$ cat src/rtl/core/afd_pkg.sv
// ----------------------------------------------------------------------------
// afd_pkg
// Shared types and constants of the frame deframer.
// ----------------------------------------------------------------------------
package afd_pkg;

  localparam int unsigned FRAME_LEN  = 17;
  localparam int unsigned COUNT_W    = 5;
  localparam int unsigned CFG_IDX_W  = 8;

  localparam logic [COUNT_W-1:0] COUNT_MAX   = 5'd31;
  localparam logic [COUNT_W-1:0] IDX_HEADER  = 5'd0;
  localparam logic [COUNT_W-1:0] IDX_ADDRESS = 5'd1;
  localparam logic [COUNT_W-1:0] IDX_LENGTH  = 5'd2;
  localparam logic [COUNT_W-1:0] IDX_YAW_LO  = 5'd3;
  localparam logic [COUNT_W-1:0] IDX_YAW_HI  = 5'd6;
  localparam logic [COUNT_W-1:0] IDX_PIT_LO  = 5'd7;
  localparam logic [COUNT_W-1:0] IDX_PIT_HI  = 5'd10;
  localparam logic [COUNT_W-1:0] IDX_DEP_LO  = 5'd11;
  localparam logic [COUNT_W-1:0] IDX_DEP_HI  = 5'd14;
  localparam logic [COUNT_W-1:0] IDX_FLAGS   = 5'd15;
  localparam logic [COUNT_W-1:0] IDX_SUM     = COUNT_W'(FRAME_LEN - 1);
  localparam logic [7:0]         LEN_BYTE    = 8'(FRAME_LEN);

  localparam logic [CFG_IDX_W-1:0] REG_HEADER  = 8'd0;
  localparam logic [CFG_IDX_W-1:0] REG_ADDRESS = 8'd1;

  localparam logic [7:0] HEADER_RESET  = 8'h42;
  localparam logic [7:0] ADDRESS_RESET = 8'h00;

  localparam logic [1:0] STATUS_OK       = 2'd0;
  localparam logic [1:0] STATUS_LENGTH   = 2'd1;
  localparam logic [1:0] STATUS_PREFIX   = 2'd2;
  localparam logic [1:0] STATUS_CHECKSUM = 2'd3;

  localparam logic [31:0] SIGN_MASK = 32'h8000_0000;

  typedef struct packed {
    logic [7:0] data_byte;
    logic       last_byte;
  } in_beat_t;

  typedef struct packed {
    logic [1:0]  status;
    logic [31:0] yaw_bits;
    logic [31:0] pitch_bits;
    logic [31:0] depth_bits;
    logic [7:0]  control_flags;
    logic [7:0]  received_sum;
  } out_beat_t;

  typedef struct packed {
    logic [7:0] header_value;
    logic [7:0] address_value;
  } cfg_regs_t;

endpackage

$ cat src/rtl/core/afd_cfg_regs.sv
// ----------------------------------------------------------------------------
// afd_cfg_regs
// Configuration register file: expected header and address bytes.
// ----------------------------------------------------------------------------
module afd_cfg_regs (
  input  logic                            clk,
  input  logic                            rst,
  input  logic                            cfg_valid,
  input  logic [afd_pkg::CFG_IDX_W-1:0]   cfg_index,
  input  logic [7:0]                      cfg_data,
  output afd_pkg::cfg_regs_t              regs
);

  always_ff @(posedge clk) begin
    if (rst) begin
      regs.header_value  <= afd_pkg::HEADER_RESET;
      regs.address_value <= afd_pkg::ADDRESS_RESET;
    end else if (cfg_valid) begin
      case (cfg_index)
        afd_pkg::REG_HEADER:  regs.header_value  <= cfg_data;
        afd_pkg::REG_ADDRESS: regs.address_value <= cfg_data;
        default: ;
      endcase
    end
  end

endmodule

$ cat src/rtl/core/afd_frame_parser.sv
// ----------------------------------------------------------------------------
// afd_frame_parser
// Per-byte frame state, field capture and end-of-frame status check.
// ----------------------------------------------------------------------------
module afd_frame_parser (
  input  logic                clk,
  input  logic                rst,
  input  logic                beat_valid,
  input  afd_pkg::in_beat_t   beat,
  input  afd_pkg::cfg_regs_t  regs,
  output logic                res_valid,
  output afd_pkg::out_beat_t  res
);

  logic [afd_pkg::COUNT_W-1:0] byte_count;
  logic [7:0]                  running_sum;
  logic                        prefix_bad;
  logic [31:0]                 yaw_shift;
  logic [31:0]                 pitch_shift;
  logic [31:0]                 depth_shift;
  logic [7:0]                  flag_hold;

  logic       prefix_hit;
  logic       bad_next;
  logic [1:0] status;

  always_comb begin
    prefix_hit = ((byte_count == afd_pkg::IDX_HEADER)  && (beat.data_byte != regs.header_value))
              || ((byte_count == afd_pkg::IDX_ADDRESS) && (beat.data_byte != regs.address_value))
              || ((byte_count == afd_pkg::IDX_LENGTH)  && (beat.data_byte != afd_pkg::LEN_BYTE));
    bad_next = prefix_bad | prefix_hit;
    if (byte_count != afd_pkg::IDX_SUM) begin
      status = afd_pkg::STATUS_LENGTH;
    end else if (bad_next) begin
      status = afd_pkg::STATUS_PREFIX;
    end else if (running_sum != beat.data_byte) begin
      status = afd_pkg::STATUS_CHECKSUM;
    end else begin
      status = afd_pkg::STATUS_OK;
    end
  end

  always_comb begin
    res_valid = beat_valid && beat.last_byte;
    res       = '0;
    res.status = status;
    if (status == afd_pkg::STATUS_OK) begin
      res.yaw_bits      = yaw_shift;
      res.pitch_bits    = pitch_shift ^ afd_pkg::SIGN_MASK;
      res.depth_bits    = depth_shift;
      res.control_flags = flag_hold;
      res.received_sum  = beat.data_byte;
    end
  end

  always_ff @(posedge clk) begin
    if (rst) begin
      byte_count  <= '0;
      running_sum <= '0;
      prefix_bad  <= 1'b0;
    end else if (beat_valid) begin
      if (beat.last_byte) begin
        byte_count  <= '0;
        running_sum <= '0;
        prefix_bad  <= 1'b0;
      end else begin
        running_sum <= running_sum + beat.data_byte;
        prefix_bad  <= bad_next;
        if (byte_count != afd_pkg::COUNT_MAX) begin
          byte_count <= byte_count + 1'b1;
        end
      end
    end
  end

  always_ff @(posedge clk) begin
    if (beat_valid && !beat.last_byte) begin
      if (byte_count >= afd_pkg::IDX_YAW_LO && byte_count <= afd_pkg::IDX_YAW_HI) begin
        yaw_shift <= {beat.data_byte, yaw_shift[31:8]};
      end else if (byte_count >= afd_pkg::IDX_PIT_LO && byte_count <= afd_pkg::IDX_PIT_HI) begin
        pitch_shift <= {beat.data_byte, pitch_shift[31:8]};
      end else if (byte_count >= afd_pkg::IDX_DEP_LO && byte_count <= afd_pkg::IDX_DEP_HI) begin
        depth_shift <= {beat.data_byte, depth_shift[31:8]};
      end else if (byte_count == afd_pkg::IDX_FLAGS) begin
        flag_hold <= beat.data_byte;
      end
    end
  end

  a_clear_after_last: assert property (@(posedge clk) disable iff (rst)
    (beat_valid && beat.last_byte) |=> (byte_count == '0 && running_sum == '0 && !prefix_bad))
    else $error("frame state not cleared after last beat");

  a_ok_needs_full_frame: assert property (@(posedge clk) disable iff (rst)
    (res_valid && res.status == afd_pkg::STATUS_OK) |->
      (byte_count == afd_pkg::IDX_SUM && !prefix_bad))
    else $error("ok status on short frame or bad prefix");

  a_count_advance: assert property (@(posedge clk) disable iff (rst)
    (beat_valid && !beat.last_byte && byte_count != afd_pkg::COUNT_MAX) |=>
      (byte_count == $past(byte_count) + 1'b1))
    else $error("byte count did not advance");

endmodule

$ cat src/rtl/core/afd_out_reg.sv
// ----------------------------------------------------------------------------
// afd_out_reg
// Result register: holds one result beat until the receiver takes it.
// ----------------------------------------------------------------------------
module afd_out_reg (
  input  logic                clk,
  input  logic                rst,
  input  logic                load,
  input  afd_pkg::out_beat_t  load_data,
  output logic                out_valid,
  input  logic                out_ready,
  output afd_pkg::out_beat_t  out_data
);

  logic out_valid_next;

  always_comb begin
    if (load) begin
      out_valid_next = 1'b1;
    end else if (out_ready) begin
      out_valid_next = 1'b0;
    end else begin
      out_valid_next = out_valid;
    end
  end

  always_ff @(posedge clk) begin
    if (rst) begin
      out_valid <= 1'b0;
    end else begin
      out_valid <= out_valid_next;
    end
  end

  always_ff @(posedge clk) begin
    if (load) begin
      out_data <= load_data;
    end
  end

  a_no_overwrite: assert property (@(posedge clk) disable iff (rst)
    (out_valid && !out_ready) |-> !load)
    else $error("result overwritten while stalled");

  a_load_shows: assert property (@(posedge clk) disable iff (rst)
    load |=> (out_valid && out_data == $past(load_data)))
    else $error("loaded result not presented");

  a_hold_stalled: assert property (@(posedge clk) disable iff (rst)
    (out_valid && !out_ready) |=> (out_valid && $stable(out_data)))
    else $error("stalled result changed");

endmodule

$ cat src/rtl/core/aim_frame_deframer_unit.sv
// ----------------------------------------------------------------------------
// aim_frame_deframer_unit
// Fixed-length frame parser with additive checksum, one byte per beat.
//
// Input channel (in_valid/in_ready/in_data) takes one frame byte per beat,
// with last_byte set on the final byte. Output channel (out_valid/out_ready/
// out_data) gives one result beat per frame, carrying the status code and,
// on good frames, yaw, pitch (sign inverted), depth, flags and checksum.
// Config channel (cfg_valid/cfg_ready/cfg_index/cfg_data) writes the
// expected header (index 0) and address (index 1); other indexes are
// ignored. cfg_ready is always high.
// One byte per cycle while in_ready holds. The result beat appears the
// cycle after the last byte is accepted, from a single result register.
// When the receiver stalls, non-final bytes are still taken; a final byte
// waits until the held result is taken or is being taken that cycle.
// Reset clears the frame state and the result valid flag and restores the
// header to 0x42 and the address to 0.
// ----------------------------------------------------------------------------
module aim_frame_deframer_unit (
  input  logic                           clk,
  input  logic                           rst,
  input  logic                           in_valid,
  output logic                           in_ready,
  input  afd_pkg::in_beat_t              in_data,
  output logic                           out_valid,
  input  logic                           out_ready,
  output afd_pkg::out_beat_t             out_data,
  input  logic                           cfg_valid,
  output logic                           cfg_ready,
  input  logic [afd_pkg::CFG_IDX_W-1:0]  cfg_index,
  input  logic [7:0]                     cfg_data
);

  afd_pkg::cfg_regs_t  regs;
  afd_pkg::out_beat_t  res;
  logic                res_valid;
  logic                beat_take;

  assign cfg_ready = 1'b1;
  assign in_ready  = !in_data.last_byte || !out_valid || out_ready;
  assign beat_take = in_valid && in_ready;

  afd_cfg_regs u_cfg (
    .clk       (clk),
    .rst       (rst),
    .cfg_valid (cfg_valid && cfg_ready),
    .cfg_index (cfg_index),
    .cfg_data  (cfg_data),
    .regs      (regs)
  );

  afd_frame_parser u_parser (
    .clk        (clk),
    .rst        (rst),
    .beat_valid (beat_take),
    .beat       (in_data),
    .regs       (regs),
    .res_valid  (res_valid),
    .res        (res)
  );

  afd_out_reg u_out (
    .clk       (clk),
    .rst       (rst),
    .load      (res_valid),
    .load_data (res),
    .out_valid (out_valid),
    .out_ready (out_ready),
    .out_data  (out_data)
  );

endmodule

$ cat config.mk
export PLATFORM = sky130hd
export DESIGN_NAME = aim_frame_deframer_unit
export DESIGN_NICKNAME = d
export VERILOG_FILES = /design/src/rtl/core/afd_pkg.sv /design/src/rtl/core/afd_cfg_regs.sv /design/src/rtl/core/afd_frame_parser.sv /design/src/rtl/core/afd_out_reg.sv /design/src/rtl/core/aim_frame_deframer_unit.sv
export SDC_FILE = /design/constraint.sdc
export NUM_CORES = 1
export LEC_CHECK = 0
export ABC_CLOCK_PERIOD_IN_PS = 12200
export BUFFER_PORTS_ARGS = -buffer_cell sky130_fd_sc_hd__buf_2
export CAP_MARGIN = 20
export CELL_PAD_IN_SITES_DETAIL_PLACEMENT = 1
export CELL_PAD_IN_SITES_GLOBAL_PLACEMENT = 1
export CORE_MARGIN = 8
export CORE_UTILIZATION = 49
export CTS_CLUSTER_SIZE = 40
export DETAILED_ROUTE_END_ITERATION = 8
export HOLD_SLACK_MARGIN = 0.05
export PLACE_DENSITY = 0.87
export SYNTH_ARGS = -nofsm -noshare
export SYNTH_HDL_FRONTEND = slang
export SYNTH_SLANG_ARGS = --single-unit
$ cat constraint.sdc
create_clock -name clk -period 12.2 [get_ports clk]
set_input_delay 2.44 -clock clk [delete_from_list [all_inputs] [get_ports clk]]
set_output_delay 2.44 -clock clk [all_outputs]
set_load 0.02 [all_outputs]
==> flow_summary.json <==
{
  "start_util_pct": 49.8,
  "cts-resized-gates": 0,
  "ys_types": 48,
  "cts_tree": "yes",
  "numCtsBuffers": 26,
  "power_mw": 1.81,
  "rsz0062_at_grt": "false",
  "cap_violations": 0,
  "die-height_um": 154,
  "cp.arrival_ns": 2.97,
  "grt_antenna_before_repair": 0,
  "synth_enable_flop_cells": 218,
  "dr.pass1.iters": 4,
  "wl_met3_mm": 1.17,
  "final_cell_mix": "218 x edfxtp_1, 145 x buf_2, 112 x and2_1",
  "nNetsFinal": 770,
  "synthCells": 571,
  "leakagePower_nw": 4.24,
  "setup_violations": 0,
  "crit_top_cell": "buf_2",
  "drt-vias-per-instance": 5.27,
  "yosys.area.top_type": "edfxtp_1",
  "syn_nets": 615,
  "cts_root_buffer": "clkbuf_16",
  "fp.dieArea_um2": 23700,
  "ys.warnings.count": 0,
  "initialDrtViolationCount": 325,
  "finalCritPeriodShare_pct": 44.4,
  "fin_skew_ns": 0.0121,
  "worst-path-buf-inv": 2,
  "cp-start-kind": "primary input",
  "final_common_cell": "edfxtp_1",
  "crit_fanout": 4,
  "drive_gt1_share_pct": 26.6,
  "path_delay_family": "buffers and inverters",
  "die_w_um": 154,
  "max_freq_mhz": 185,
  "core_area_um2": 18700,
  "avgSynthCellArea_um2": 16.3,
  "route.detailed.drc": 0,
  "place_congestion": 0.785,
  "io_pins": 147,
  "crit_required_ns": 9.76,
  "wl_per_cell_um": 22.0,
  "numPortBuffers": 145,
  "slew_headroom_pct": 42.8,
  "grt_first_pass_wirelength_mm": 33.0,
  "clk_latency_ns": 0.51,
  "ys_seq_area_share_pct": 76.9,
  "htreeDepth": 1,
  "cts_hold_buffers": 0,
  "highest_layer": "met4",
  "wl_met2_mm": 11.6,
  "outcome": "finished clean",
  "routed_wl_mm": 21.5,
  "synth_area_um2": 9320,
  "power_density_nw_per_um2": 163,
  "slowest_delay_ns": 0.22,
  "path_cells": "buf_2 -> nand3b_1 -> buf_2",
  "critPathKind": "primary input to primary output",
  "tns_ns": 0,
  "area_delta_synth_final_pct": 19.2,
  "peakVddDrop_mv": 0.0858,
  "report.final.hold_viol_count": 0,
  "num-fill-cells": 1749,
  "ys_seq_elements": 249,
  "wl_met1_mm": 8.31,
  "vias": 5158,
  "ant_nets": 0,
  "worst_pin_slew_ns": 0.859,
  "cts.clk_slew.worst_paths_ns": 0.06,
  "drv_slew": 0,
  "rows": 50,
  "synth_top_area_share_pct": 70.3,
  "overflow": 0,
  "grtUsageTotal_pct": 17.8,
  "period_minus_slack_ns": 5.41,
  "crit_path_end_kind": "primary output",
  "post_cts_buffers": 0,
  "clock_path_buffers": 3,
  "grt_max_degree": 113,
  "clock_sinks": 249,
  "dpl.hpwl_mm": 14.5,
  "synth_area_leaders": "edfxtp_1 70%, and2_1 7.5%, dfxtp_1 6.7%",
  "ys_dominant_reg_cell": "edfxtp_1",
  "hold_ws_ns": 0.440,
  "diodes": 0,
  "grt_pass1_vias": 5758,
  "cp_slowest_cell": "nand3b_1",
  "hp-class": "flop to flop",
  "synthArstFlopShare_pct": 0
}
[path summary, 6_finish.rpt]
path                                               start                        to  slack, ns  cells past startpoint
worst max-delay path                           out_ready                  in_ready       6.79                      3
worst min-delay path            u_parser.depth_shift[23]  u_parser.depth_shift[15]       0.44                      0
worst max register to register   u_parser.running_sum[2]        u_out.out_data[92]       9.54                      7
worst min register to register  u_parser.depth_shift[23]  u_parser.depth_shift[15]       0.44                      0
[cells in the mapped netlist (all sizes together) (2+ instances only)]
library cell    n
nor2           31
a31oi           2
mux2i          14
xnor2           5
edfxtp        218
clkbuf         10
buf            12
ha             13
o21ai           5
o31ai           2
nor2b           5
a22oi           6
nand3           4
nor3            9
nand4           2
and2          112
a211o           2
a21oi          13
xor2           17
nand2b          3
inv             5
a2111oi         2
dfxtp          31
and3            3
nor4            7
nand2          15
a21o            5
nand3b          2
nor4b           2
[area by class of cell]
class / instances / area (um2) / share of cell area [%]
flip-flops and latches: 249 / 7170 / 64.6
multi-input cells: 295 / 1980 / 17.9
repair buffers: 149 / 768 / 6.92
clock buffers: 37 / 753 / 6.79
well taps: 234 / 293 / 2.64
clock inverters: 9 / 118 / 1.06
inverters: 5 / 18.8 / 0.169
[report_power, final]
group          switching [mW]  internal, mW  leakage (nW)
logic                  0.0543        0.0222          1.53
clock network           0.305         0.490         0.430
registers             0.00681         0.935          2.29
[worst reg2reg max path, delay by kind of cell, from the launching register on]
| family | cells | cell delay [ns] |
|---|---|---|
| AND/OR/NAND/NOR | 5 | 1.54 |
| adder cells (fa/ha/maj) | 1 | 0.36 |
| flip-flops | 1 | 0.32 |
| buffers and inverters | 1 | 0.30 |
[state kept, by name, indices dropped and copies added, names as in the netlist]
register,flops
u_parser.prefix_bad,1
u_parser.yaw_shift,32
u_parser.flag_hold,8
u_parser.byte_count,5
u_out.out_data,114
u_out.out_valid,1
u_cfg.regs,16
u_parser.depth_shift,32
u_parser.running_sum,8
u_parser.pitch_shift,32
[routing by layer]
metal	up-vias	global-route usage (%)
met2	154	33.8
met5	-	0
met3	29	3.81
met4	0	4.29
met1	2600	19.9
li1	2375	-
[per-stage QoR]
stage | utilization (%) | worst slack, ns | instances | instance area (um2)
detailed placement | 54.6 | 6.78 | 931 | 10200
finish | 59.3 | 6.79 | 978 | 11100
global placement | 54.6 | 6.83 | 931 | 10200
CTS | 59.2 | 6.79 | 977 | 11100
floorplan | - | 6.46 | 571 | 9320
global route | 59.3 | 6.74 | 978 | 11100
[kinds of logic after synthesis]
kind of cell	Yosys count	share of synthesized area [%]
buffers and inverters	27	1.99
other	1	0.0403
adders and majority gates	14	1.96
AOI/OAI and AO/OA	44	3.16
xor gates and xnor gates	22	2.07
muxes	14	1.50
and+or+nand+nor	200	12.3
DFF	249	76.9
No activity file was read; power rests on OpenSTA's default activity.
